`config.mk`:
```
export PLATFORM = sky130hd
export DESIGN_NAME = min_cost_subset_cover_search
export DESIGN_NICKNAME = d
export VERILOG_FILES = /design/src/hw/rtl/mcsc_pkg.sv /design/src/hw/rtl/min_cost_subset_cover_search.sv /design/src/hw/rtl/mcsc_ctrl.sv /design/src/hw/rtl/mcsc_dp.sv
export SDC_FILE = /design/constraint.sdc
export NUM_CORES = 2
export LEC_CHECK = 0
export BUFFER_PORTS_ARGS = -buffer_cell sky130_fd_sc_hd__buf_2
export CORE_MARGIN = 2
export CORE_UTILIZATION = 40
export DETAILED_ROUTE_END_ITERATION = 7
export SYNTH_ARGS = -nofsm -noshare
export SYNTH_HDL_FRONTEND = slang
export SYNTH_SLANG_ARGS = --single-unit
```
`constraint.sdc`:
```
create_clock -name clk -period 13.26 [get_ports clk]
set_input_delay 1.326 -clock clk [delete_from_list [all_inputs] [get_ports clk]]
set_output_delay 1.326 -clock clk [all_outputs]
set_load 0.05 [all_outputs]
```
`src/hw/rtl/mcsc_pkg.sv`:
```
package mcsc_pkg;

  localparam int MAX_ITEMS_DEF  = 12;
  localparam int MAX_SKILLS_DEF = 12;

  localparam int OP_W      = 2;
  localparam int IDX_W     = 4;
  localparam int AMT_W     = 16;
  localparam int SUM_W     = 20;
  localparam int CFG_IDX_W = 2;

  localparam logic [OP_W-1:0] OP_COST  = 2'd0;
  localparam logic [OP_W-1:0] OP_GAIN  = 2'd1;
  localparam logic [OP_W-1:0] OP_SOLVE = 2'd2;

  localparam logic [CFG_IDX_W-1:0] CFG_NUM_ITEMS  = 2'd0;
  localparam logic [CFG_IDX_W-1:0] CFG_NUM_SKILLS = 2'd1;
  localparam logic [CFG_IDX_W-1:0] CFG_TARGET     = 2'd2;

  localparam logic [IDX_W-1:0] NUM_ITEMS_RST  = 4'd12;
  localparam logic [IDX_W-1:0] NUM_SKILLS_RST = 4'd12;

  typedef struct packed {
    logic [OP_W-1:0]  operation;
    logic [IDX_W-1:0] item;
    logic [IDX_W-1:0] skill;
    logic [AMT_W-1:0] amount;
  } in_t;

  typedef struct packed {
    logic             found;
    logic [SUM_W-1:0] min_cost;
  } out_t;

  typedef struct packed {
    logic             wr_cost;
    logic             wr_gain;
    logic             clear;
    logic             step;
    logic             step_add;
    logic [IDX_W-1:0] step_item;
    logic             load_out;
  } ctrl_cmd_t;

  typedef struct packed {
    logic busy;
  } dp_stat_t;

endpackage

```
`src/hw/rtl/min_cost_subset_cover_search.sv`:
```
// Cost and gain writes are accepted back to back while the search is idle.
// A solve walks all 2^num_items subsets in Gray order, one item flip per cycle
// through a three-stage read/accumulate/compare path; its result beat is loaded
// once that path drains and the result slot frees.
// rst_n is synchronous, active low; it restores the register defaults and
// idles the search. Cost and gain tables are not cleared.
module min_cost_subset_cover_search
  import mcsc_pkg::*;
#(
  parameter int MAX_ITEMS  = MAX_ITEMS_DEF,
  parameter int MAX_SKILLS = MAX_SKILLS_DEF
) (
  input  logic                 clk,
  input  logic                 rst_n,
  input  logic                 in_valid,
  output logic                 in_ready,
  input  in_t                  in_data,
  output logic                 out_valid,
  input  logic                 out_ready,
  output out_t                 out_data,
  input  logic                 cfg_valid,
  output logic                 cfg_ready,
  input  logic [CFG_IDX_W-1:0] cfg_index,
  input  logic [SUM_W-1:0]     cfg_data
);

  logic [IDX_W-1:0] num_items_r, num_items_nxt;
  logic [IDX_W-1:0] num_skills_r, num_skills_nxt;
  logic [SUM_W-1:0] target_r, target_nxt;

  ctrl_cmd_t cmd;
  dp_stat_t  stat;

  assign cfg_ready = 1'b1;

  always_comb begin
    num_items_nxt  = num_items_r;
    num_skills_nxt = num_skills_r;
    target_nxt     = target_r;
    if (cfg_valid) begin
      unique case (cfg_index)
        CFG_NUM_ITEMS:  num_items_nxt  = cfg_data[IDX_W-1:0];
        CFG_NUM_SKILLS: num_skills_nxt = cfg_data[IDX_W-1:0];
        CFG_TARGET:     target_nxt     = cfg_data;
        default: begin
          // drop writes beyond the register list
        end
      endcase
    end
  end

  always_ff @(posedge clk) begin
    if (!rst_n) begin
      num_items_r  <= NUM_ITEMS_RST;
      num_skills_r <= NUM_SKILLS_RST;
      target_r     <= '0;
    end else begin
      num_items_r  <= num_items_nxt;
      num_skills_r <= num_skills_nxt;
      target_r     <= target_nxt;
    end
  end

  mcsc_ctrl #(
    .MAX_ITEMS (MAX_ITEMS)
  ) u_ctrl (
    .clk       (clk),
    .rst_n     (rst_n),
    .in_valid  (in_valid),
    .in_ready  (in_ready),
    .in_op     (in_data.operation),
    .num_items (num_items_r),
    .out_valid (out_valid),
    .out_ready (out_ready),
    .cmd       (cmd),
    .stat      (stat)
  );

  mcsc_dp #(
    .MAX_ITEMS  (MAX_ITEMS),
    .MAX_SKILLS (MAX_SKILLS)
  ) u_dp (
    .clk        (clk),
    .rst_n      (rst_n),
    .cmd        (cmd),
    .in_data    (in_data),
    .num_skills (num_skills_r),
    .target     (target_r),
    .stat       (stat),
    .out_data   (out_data)
  );

endmodule

```
`src/hw/rtl/mcsc_ctrl.sv`:
```
module mcsc_ctrl
  import mcsc_pkg::*;
#(
  parameter int MAX_ITEMS = MAX_ITEMS_DEF
) (
  input  logic             clk,
  input  logic             rst_n,
  input  logic             in_valid,
  output logic             in_ready,
  input  logic [OP_W-1:0]  in_op,
  input  logic [IDX_W-1:0] num_items,
  output logic             out_valid,
  input  logic             out_ready,
  output ctrl_cmd_t        cmd,
  input  dp_stat_t         stat
);

  localparam int CNT_W = MAX_ITEMS;

  typedef enum logic [4:0] {
    ST_IDLE  = 5'b00001,
    ST_CLEAR = 5'b00010,
    ST_RUN   = 5'b00100,
    ST_DRAIN = 5'b01000,
    ST_DONE  = 5'b10000
  } state_t;

  state_t           state_r, state_nxt;
  logic [CNT_W-1:0] k_r, k_nxt;
  logic             out_valid_r, out_valid_nxt;

  logic [IDX_W:0]   items_c;
  logic [CNT_W:0]   limit_c;
  logic [CNT_W-1:0] last_c;
  logic [CNT_W:0]   k_ext;
  logic [IDX_W-1:0] flip_idx;
  logic             flip_add;

  // clamp item count, last Gray step index is 2^items - 1
  always_comb begin
    items_c = ({1'b0, num_items} > (IDX_W+1)'(MAX_ITEMS)) ? (IDX_W+1)'(MAX_ITEMS)
                                                           : {1'b0, num_items};
    limit_c = (CNT_W+1)'(1) << items_c;
    last_c  = CNT_W'(limit_c - (CNT_W+1)'(1));
  end

  // step k toggles bit ctz(k); the item joins when gray(k) has that bit set
  always_comb begin
    k_ext    = {1'b0, k_r};
    flip_idx = '0;
    flip_add = 1'b0;
    for (int i = CNT_W - 1; i >= 0; i--) begin
      if (k_r[i]) begin
        flip_idx = IDX_W'(i);
        flip_add = ~k_ext[i+1];
      end
    end
  end

  always_comb begin
    state_nxt     = state_r;
    k_nxt         = k_r;
    out_valid_nxt = out_valid_r && !out_ready;
    cmd           = '0;
    in_ready      = 1'b0;
    unique case (state_r)
      ST_IDLE: begin
        in_ready    = 1'b1;
        cmd.wr_cost = in_valid && (in_op == OP_COST);
        cmd.wr_gain = in_valid && (in_op == OP_GAIN);
        if (in_valid && (in_op == OP_SOLVE)) begin
          state_nxt = ST_CLEAR;
        end
      end
      ST_CLEAR: begin
        cmd.clear = 1'b1;
        k_nxt     = CNT_W'(1);
        state_nxt = (items_c == '0) ? ST_DRAIN : ST_RUN;
      end
      ST_RUN: begin
        cmd.step      = 1'b1;
        cmd.step_item = flip_idx;
        cmd.step_add  = flip_add;
        if (k_r == last_c) begin
          state_nxt = ST_DRAIN;
        end else begin
          k_nxt = k_r + CNT_W'(1);
        end
      end
      ST_DRAIN: begin
        if (!stat.busy) begin
          state_nxt = ST_DONE;
        end
      end
      ST_DONE: begin
        // hold until the result slot frees
        if (!out_valid_r || out_ready) begin
          cmd.load_out  = 1'b1;
          out_valid_nxt = 1'b1;
          state_nxt     = ST_IDLE;
        end
      end
      default: begin
        state_nxt = ST_IDLE;
      end
    endcase
  end

  always_ff @(posedge clk) begin
    if (!rst_n) begin
      state_r     <= ST_IDLE;
      k_r         <= '0;
      out_valid_r <= 1'b0;
    end else begin
      state_r     <= state_nxt;
      k_r         <= k_nxt;
      out_valid_r <= out_valid_nxt;
    end
  end

  assign out_valid = out_valid_r;

endmodule

```
`src/hw/rtl/mcsc_dp.sv`:
```
module mcsc_dp
  import mcsc_pkg::*;
#(
  parameter int MAX_ITEMS  = MAX_ITEMS_DEF,
  parameter int MAX_SKILLS = MAX_SKILLS_DEF
) (
  input  logic             clk,
  input  logic             rst_n,
  input  ctrl_cmd_t        cmd,
  input  in_t              in_data,
  input  logic [IDX_W-1:0] num_skills,
  input  logic [SUM_W-1:0] target,
  output dp_stat_t         stat,
  output out_t             out_data
);

  localparam int ITEM_AW = (MAX_ITEMS > 1) ? $clog2(MAX_ITEMS) : 1;

  logic [AMT_W-1:0] cost_mem [MAX_ITEMS];
  logic [AMT_W-1:0] cost_rd_r;
  logic [AMT_W-1:0] gain_rd_r [MAX_SKILLS];
  logic [SUM_W-1:0] sums_r [MAX_SKILLS];
  logic [SUM_W-1:0] total_r;
  logic [SUM_W-1:0] best_cost_r;
  logic             best_valid_r;
  logic             valid_a_r, valid_b_r;
  logic             add_a_r;
  out_t             out_data_r;

  logic                  item_ok;
  logic [ITEM_AW-1:0]    wr_addr;
  logic [ITEM_AW-1:0]    rd_addr;
  logic [MAX_SKILLS-1:0] lane_ok;
  logic                  qualify;
  logic                  better;

  assign item_ok = ({1'b0, in_data.item} < (IDX_W+1)'(MAX_ITEMS));
  assign wr_addr = in_data.item[ITEM_AW-1:0];
  assign rd_addr = cmd.step_item[ITEM_AW-1:0];

  always_ff @(posedge clk) begin
    if (cmd.wr_cost && item_ok) begin
      cost_mem[wr_addr] <= in_data.amount;
    end
    if (cmd.step) begin
      cost_rd_r <= cost_mem[rd_addr];
    end
  end

  for (genvar j = 0; j < MAX_SKILLS; j++) begin : g_lane
    logic [AMT_W-1:0] gain_mem [MAX_ITEMS];
    logic             wr_en;
    logic [SUM_W-1:0] gain_ext;

    assign wr_en    = cmd.wr_gain && item_ok && (in_data.skill == IDX_W'(j));
    assign gain_ext = {{(SUM_W-AMT_W){1'b0}}, gain_rd_r[j]};

    always_ff @(posedge clk) begin
      if (wr_en) begin
        gain_mem[wr_addr] <= in_data.amount;
      end
      if (cmd.step) begin
        gain_rd_r[j] <= gain_mem[rd_addr];
      end
    end

    always_ff @(posedge clk) begin
      if (cmd.clear) begin
        sums_r[j] <= '0;
      end else if (valid_a_r) begin
        sums_r[j] <= add_a_r ? (sums_r[j] + gain_ext) : (sums_r[j] - gain_ext);
      end
    end

    // lanes past the skill count always pass
    assign lane_ok[j] = ({1'b0, num_skills} <= (IDX_W+1)'(j)) || (sums_r[j] >= target);
  end

  always_ff @(posedge clk) begin
    if (cmd.clear) begin
      total_r <= '0;
    end else if (valid_a_r) begin
      total_r <= add_a_r ? (total_r + {{(SUM_W-AMT_W){1'b0}}, cost_rd_r})
                         : (total_r - {{(SUM_W-AMT_W){1'b0}}, cost_rd_r});
    end
    if (cmd.step) begin
      add_a_r <= cmd.step_add;
    end
  end

  assign qualify = &lane_ok;
  assign better  = !best_valid_r || (total_r < best_cost_r);

  always_ff @(posedge clk) begin
    if (!rst_n) begin
      valid_a_r    <= 1'b0;
      valid_b_r    <= 1'b0;
      best_valid_r <= 1'b0;
      best_cost_r  <= '1;
    end else begin
      valid_a_r <= cmd.step;
      // a clear puts the empty subset up for evaluation
      valid_b_r <= cmd.clear | valid_a_r;
      if (cmd.clear) begin
        best_valid_r <= 1'b0;
        best_cost_r  <= '1;
      end else if (valid_b_r && qualify && better) begin
        best_valid_r <= 1'b1;
        best_cost_r  <= total_r;
      end
    end
  end

  always_ff @(posedge clk) begin
    if (cmd.load_out) begin
      out_data_r.found    <= best_valid_r;
      out_data_r.min_cost <= best_valid_r ? best_cost_r : '0;
    end
  end

  assign stat.busy = valid_a_r | valid_b_r;
  assign out_data  = out_data_r;

endmodule

```
# [Word level (Yosys, flattened, before mapping)]
# Memories as Yosys holds them, arrays and structs flattened. A register that Yosys moved wholly into a read port is not among the register bits.
# Index checks and enable logic that the tools add are counted.
[totals] register_bits=111 mem_bits_rw=2928 inputBits=53 out_inout_bits=24 wordCells=285 mem_count=15
[classes] addsub=28 order_cmp=27 n_eq_ne=26 shift=1 mux=99 n_bitwise=26 n_reduce_logical=49
[memory_table] memory="u_dp.sums_r" depth=12 width=20 read_ports=12 rd_ports_with_merged_regs=0 wr=12 line="mcsc_dp.sv:22" rtl="logic [SUM_W-1:0] sums_r [MAX_SKILLS];"
[memory_table] memory="u_dp.cost_mem" depth=12 width=16 read_ports=1 rd_ports_with_merged_regs=1 wr=1 line="mcsc_dp.sv:19" rtl="logic [AMT_W-1:0] cost_mem [MAX_ITEMS];"
[memory_table] memory="u_dp.g_lane[0].gain_mem" depth=12 width=16 read_ports=1 rd_ports_with_merged_regs=0 wr=1 line="mcsc_dp.sv:51" rtl="logic [AMT_W-1:0] gain_mem [MAX_ITEMS];"
[memory_table] memory="u_dp.g_lane[10].gain_mem" depth=12 width=16 read_ports=1 rd_ports_with_merged_regs=0 wr=1 line="mcsc_dp.sv:51"
[memory_table] memory="u_dp.g_lane[11].gain_mem" depth=12 width=16 read_ports=1 rd_ports_with_merged_regs=0 wr=1 line="mcsc_dp.sv:51"
[memory_table] memory="u_dp.g_lane[1].gain_mem" depth=12 width=16 read_ports=1 rd_ports_with_merged_regs=0 wr=1 line="mcsc_dp.sv:51"
[memory_table] memory="+9 memories"
[op_table] cell="20-bit two-way mux" count=25
[op_table] cell="20-bit by 16-bit adder with 20-bit output" count=13
[op_table] cell="20-bit by 16-bit subtractor with 20-bit output" count=13
[op_table] cell="20-bit >= comparator" count=12
[op_table] cell="4-bit two-way mux" count=14
[op_table] cell="1-bit two-way mux" count=51
[op_table] cell="5-bit case mux with 5 select lines" count=1
[op_table] cell="12-bit case mux with 2 select lines" count=1
[op_table] cell="1-bit logical AND" count=20
[op_table] cell="20-bit less-than comparator" count=1
[op_table] cell="5-bit two-way mux" count=4
[op_table] cell="4-bit by 3-bit equality test with 1-bit output, second input constant" count=4
[op_table] cell="4-bit equality test, second input constant" count=4
[op_table] cell="4-bit by 3-bit less-or-equal comparator with 1-bit output, second input constant" count=4
[op_table] cell="4-bit less-or-equal comparator, second input constant" count=4
[op_table] cell="1-bit logical OR" count=14
[op_table] cell="1-bit OR" count=14
[op_table] cell="12-bit by 1-bit adder with 12-bit output, second input constant" count=1
[op_table] cell="12-bit equality test" count=1
[op_table] cell="12-bit two-way mux" count=1
[op_table] cell="1-bit inverter" count=12
[op_table] cell="12-bit AND reduction" count=1
[op_table] cell="1-bit by 5-bit << shifter with 12-bit output, first input constant" count=1
[op_table] cell="12-bit by 1-bit subtractor with 12-bit output, second input constant" count=1
[op_table] cell="other kinds (25)" count=39

# [Depth between registers and ports, before layout]
[depth] depth_word=15 ltp_mapped=19 depth_no_buf=18

# [By module]
# From an unflattened synthesis, not the netlist that was laid out.
[unflattened] hier_cells=8140 hier_area_um2=134474.0
[modules_own_cells] mod="mcsc_dp" n_inst=1 cells_each=7792 area_each_um2=131741.4 seq_area_each_um2=89926.2
[modules_own_cells] mod="mcsc_ctrl" n_inst=1 cells_each=228 area_each_um2=1596.5 seq_area_each_um2=360.3
[modules_own_cells] mod="min_cost_subset_cover_search" n_inst=1 cells_each=120 area_each_um2=1136.1 seq_area_each_um2=560.5

# [Worst setup path before layout]
# OpenSTA, ideal clock, no wires.
[synth_timing] path_type="register to register" startpoint="reg u_ctrl.state_r[4]" endpoint="reg u_ctrl.k_r[5]" setup_time_ns=0.128 t_arrival_ns=6.206 required_time_ns=13.132 slack_ns=6.926 stages_incl_launch_ff=9 path_buffers=1 period_less_slack_ns=6.334 cell_sequence="dfxtp_1 > nor2_1 > nand4bb_1 > inv_1 > o21ai_1 > buf_4 > a211oi_1 > xnor2_1 > nor2_1"
[synth_via] elab_chain_len=3 word_cells_on_any_way=6 classes_between="3 x eq/ne; 1 x mux; 2 x reduce/logical"
[synth_rtl] element="start, declared" line="mcsc_ctrl.sv:28" rtl="state_t state_r, state_nxt;"
[synth_rtl] element="start signal, assigned" line="mcsc_ctrl.sv:115" rtl="state_r <= state_nxt;"
[synth_rtl] element="5-bit by 3-bit equality test with 1-bit output or 5-bit by 2-bit equality test with 1-bit output (tied branches)" line="mcsc_ctrl.sv:66" rtl="unique case (state_r)"
[synth_rtl] element="2-bit inequality test (no line) or 2-bit nonzero test (tied branches)"
[synth_rtl] element="2-bit AND reduction (no line)"
[synth_rtl] element="end signal, assigned" line="mcsc_ctrl.sv:116" rtl="k_r <= k_nxt;"
[synth_rtl] element="end, declared" line="mcsc_ctrl.sv:29" rtl="logic [CNT_W-1:0] k_r, k_nxt;"
# Several ways; a longest one is shown, not always the timed one.
# A chain may end at the register's enable or synchronous reset.

==> out/summary.txt <==
=================================================================================
Nets                                                                        9,450
Pin count of the biggest net entering global routing                          150
Number of global-route vias before repair                                  78,400
Wire length of the first global-routing pass                           525,000 um
Count of flip-flops with a built-in enable after synthesis                  2,966
Sinks on the clock net                                                      3,055
Synth Instances                                                             8,588
Cell at the slowest stage of the critical path                              buf_4
Total power divided by cell area                                      136 nW/um^2
Summed negative setup slack over all endpoints                               0 ns
Number of max-slew violations in the final report                               0
Share of the core filled with cells in the final layout                     0.452
Area Overhead vs Synth                                                      12.6%
1st-pass router iterations                                                      6
VDD IR-drop max                                                          0.108 mV
Fin crit share                                                              0.393
GRT overflow                                                                    0
Clock skew                                                              0.0760 ns
Placeable core area                                                  336,000 sq um
Hold slack                                                               0.471 ns
Hold-fix buffer count after cts                                                 0
Number of I/O pins                                                             77
Clk pin slew, worst setup/hold paths                                      0.06 ns
Overall die width                                                          585 um
R2R Path End                                                         u_dp.gain_rd_r[2][17]$_DFFE_PP_
Ratio of cells with drive above 1 in the final layout                       0.162
Cell Chain, Critical Path                                            inv_1, ha_1, o21bai_1, a21oi_1, o21bai_1, a21oi_1, o21ai_4, buf_4, buf_12, buf_4, mux4_2, nor2_1, a31oi_1
Syn nets                                                                    9,177
Sequential standard cell area                                        90,800 sq um
DIE HEIGHT                                                                 585 um
Number of failing setup endpoints in the final timing report                    0
Type of destination of the critical path                                flip-flop
Most used DFF post-synth                                                 edfxtp_1
Worst setup slack for register-to-register paths                          8.04 ns
Fmax achieved                                                             192 MHz
CTS tree                                                                     done
Inserted Clock Buffers                                                        320
Worst setup path endpoint                                            u_dp.gain_rd_r[2][17]$_DFFE_PP_
Setup repair after global routing missed its margin                            no
Total of warnings raised by yosys                                               0
Final Instance Count excl. Fillers                                         13,600
Most frequent cells in the layout                                    edfxtp_1, nor2_1, nand2_1, mux4_2, ha_1
Max H-tree Level                                                                5
Total detailed-routing wirelength                                      361,000 um
Post CTS Setup Buffer Count                                                     0
Via count                                                                  78,000
Layout filler cell count                                                   28,800
Average via count per standard cell                                          5.71
Initial Util                                                                0.401
Routability cong.                                                           0.842
Arrival @ worst endpoint                                                  5.80 ns
Area of the multi-input gates                                        41,900 sq um
All-layer global routing usage                                              0.208
Static Leak                                                             0.0500 uW
Min Tclk post-route                                                       5.22 ns
Classification of the worst setup path                                 reg -> reg
Data required, critical path                                             13.84 ns
HPWL after detailed placement                                          212,000 um
Initial drt markers                                                         8,319
Worst slew margin relative to its limit                                     0.164
Type of origin of the critical path                                     flip-flop
Port Buffers                                                                   75
Number of cells on the worst reg-to-reg path                                   13
Cell Area, Synth                                                     135,000 sq um
Antenna violations before repair                                               36
Maximum fanout along the worst path                                            93
Count of state elements after synthesis                                     3,055
Status                                                               finished, final reports clean
Clk buf depth                                                                   4
Syn avg cell area                                                      15.7 sq um
Final Total Pwr                                                         20,700 uW
Die Area                                                             342,000 sq um
Average wire per standard cell                                            26.4 um
Slowest Stage Delay on Critical Path                                      0.86 ns
DRC Markers                                                                     0
Critical Path Start                                                  u_ctrl.k_r[10]$_SDFFE_PN0P_
Site row count                                                                213
Hold violation count in the final report                                        0
Async set or reset register ratio after synthesis                               0
R2R Path Start                                                       u_ctrl.k_r[10]$_SDFFE_PN0P_
Portion of the post-synthesis area used by sequential elements              0.673
Post-route ant nets                                                             0
Worst slew pin tran                                                       1.25 ns
Number of maximum-capacitance violations                                        0
Resized Gates After CTS                                                         0
Hold/Removal Path Class                                                reg -> reg
Number of cells in the design after placement                              13,100
Distinct cell type count of the synthesized netlist                            95
Most common cell after layout, fill and taps aside                       edfxtp_1
Root buf cell                                                           clkbuf_16
Clock latency of the later-clocked register in the worst-skew pair        0.95 ns
=================================================================================
## kinds of logic (layout without fill, tap and decap cells)
kind of cell,count (synthesis),in the layout,share of synthesized area
simple gates,2210,2210,0.0726
compound gates,1244,1244,0.0593
fa+ha+maj,536,536,0.0504
other cells,1,16,0.0000278
mux,639,639,0.103
buf+inv,531,1062,0.0171
xor+xnor,372,372,0.0242
flops,3055,3055,0.673
## synth_stat cells (9+ instances only)
master | instances | area [sq um]
a211o_1 | 16 | 140
a211oi_1 | 66 | 495
a21boi_0 | 29 | 218
a21o_1 | 119 | 893
a21oi_1 | 350 | 1750
a221oi_1 | 9 | 78.8
a311oi_1 | 15 | 131
a31oi_1 | 240 | 1500
a41oi_1 | 17 | 149
and2_1 | 43 | 269
and3_1 | 57 | 357
and4_1 | 11 | 96.3
buf_1 | 21 | 78.8
buf_2 | 112 | 561
buf_4 | 40 | 300
clkbuf_1 | 196 | 736
dfxtp_1 | 89 | 1780
edfxtp_1 | 2966 | 89100
fa_1 | 13 | 260
ha_1 | 523 | 6540
inv_1 | 157 | 589
mux2_2 | 13 | 146
mux2i_1 | 28 | 280
mux4_2 | 598 | 13500
nand2_1 | 707 | 2650
nand2b_1 | 49 | 307
nand3_1 | 124 | 621
nand4_1 | 46 | 288
nor2_1 | 848 | 3180
nor2b_1 | 47 | 294
nor3_1 | 141 | 706
nor3b_1 | 23 | 173
nor4_1 | 45 | 282
o2111ai_1 | 17 | 149
o211ai_1 | 14 | 105
o21a_1 | 52 | 390
o21ai_0 | 151 | 756
o21ai_1 | 28 | 140
o21bai_1 | 23 | 173
o31ai_1 | 17 | 128
or3_1 | 12 | 75.1
or4_1 | 11 | 82.6
xnor2_1 | 122 | 1070
xor2_1 | 250 | 2190
## final cells by class
cell class                 instances  share of cell area
inverter                         158             0.00400
clock buffer                     392              0.0559
multi-input combinational       5002               0.276
sequential                      3055               0.598
clock inverter                   188              0.0123
timing repair buffer             324              0.0160
tap                             4515              0.0372
antenna                           15            0.000247
## worst min path at each step
stage | start | endpoint | slack [ns] | cells after the start
after floorplan | target_r[16]$_SDFFE_PN0P_ | target_r[16]$_SDFFE_PN0P_ | 0.44 | 2
after global placement | target_r[18]$_SDFFE_PN0P_ | target_r[18]$_SDFFE_PN0P_ | 0.46 | 2
after detailed placement | target_r[17]$_SDFFE_PN0P_ | target_r[17]$_SDFFE_PN0P_ | 0.46 | 2
after CTS | target_r[17]$_SDFFE_PN0P_ | target_r[17]$_SDFFE_PN0P_ | 0.47 | 2
after global routing | target_r[17]$_SDFFE_PN0P_ | target_r[17]$_SDFFE_PN0P_ | 0.50 | 2
final | target_r[19]$_SDFFE_PN0P_ | target_r[19]$_SDFFE_PN0P_ | 0.47 | 2
## report_power, final
part | leakage, uW | internal, uW | switching, uW | total [uW]
clock network | 0.00504 | 5130 | 3810 | 8940
registers | 0.0272 | 10700 | 76.4 | 10700
logic | 0.0178 | 312 | 673 | 985
total | 0.0500 | 16100 | 4560 | 20700
## flip-flops by register name, indices dropped and copies added (netlist names)
name                  flops
u_dp.best_valid_r         1
u_dp.sums_r             240
u_dp.total_r             20
u_dp.add_a_r              1
u_ctrl.k_r               12
u_ctrl.out_valid          1
u_dp.out_data            21
num_skills_r              4
u_dp.cost_mem           192
num_items_r               4
target_r                 20
u_dp.valid_b_r            1
u_dp.best_cost_r         20
u_ctrl.state_r            5
u_dp.g_lane.gain_mem   2304
u_dp.gain_rd_r          192
u_dp.cost_rd_r           16
u_dp.valid_a_r            1
## through the flow
stage / area, sq um / worst slack, ns
CTS: 152000 / 7.96
floorplan: 135000 / 6.93
finish: 152000 / 8.04
global placement: 141000 / 8.00
detailed placement: 141000 / 8.03
global route: 152000 / 7.57
## critical path: cells and delay by family, from the launching register on
family,cells,cell delay (ns)
buffers and inverters,4,2.17
AOI/OAI and AO/OA,6,0.98
muxes,1,0.61
DFF,1,0.36
adders and majority gates,1,0.22
and+or+nand+nor,1,0.13
## routing by layer
metal	GRT usage	up-vias	part of all wire
met5	0	-	0.00041
met4	0.0578	22	0.026
met3	0.0354	507	0.079
met2	0.341	2924	0.48
met1	0.286	40300	0.42
li1	-	34200	-
Note: power is estimated with default switching activity, not from simulation.
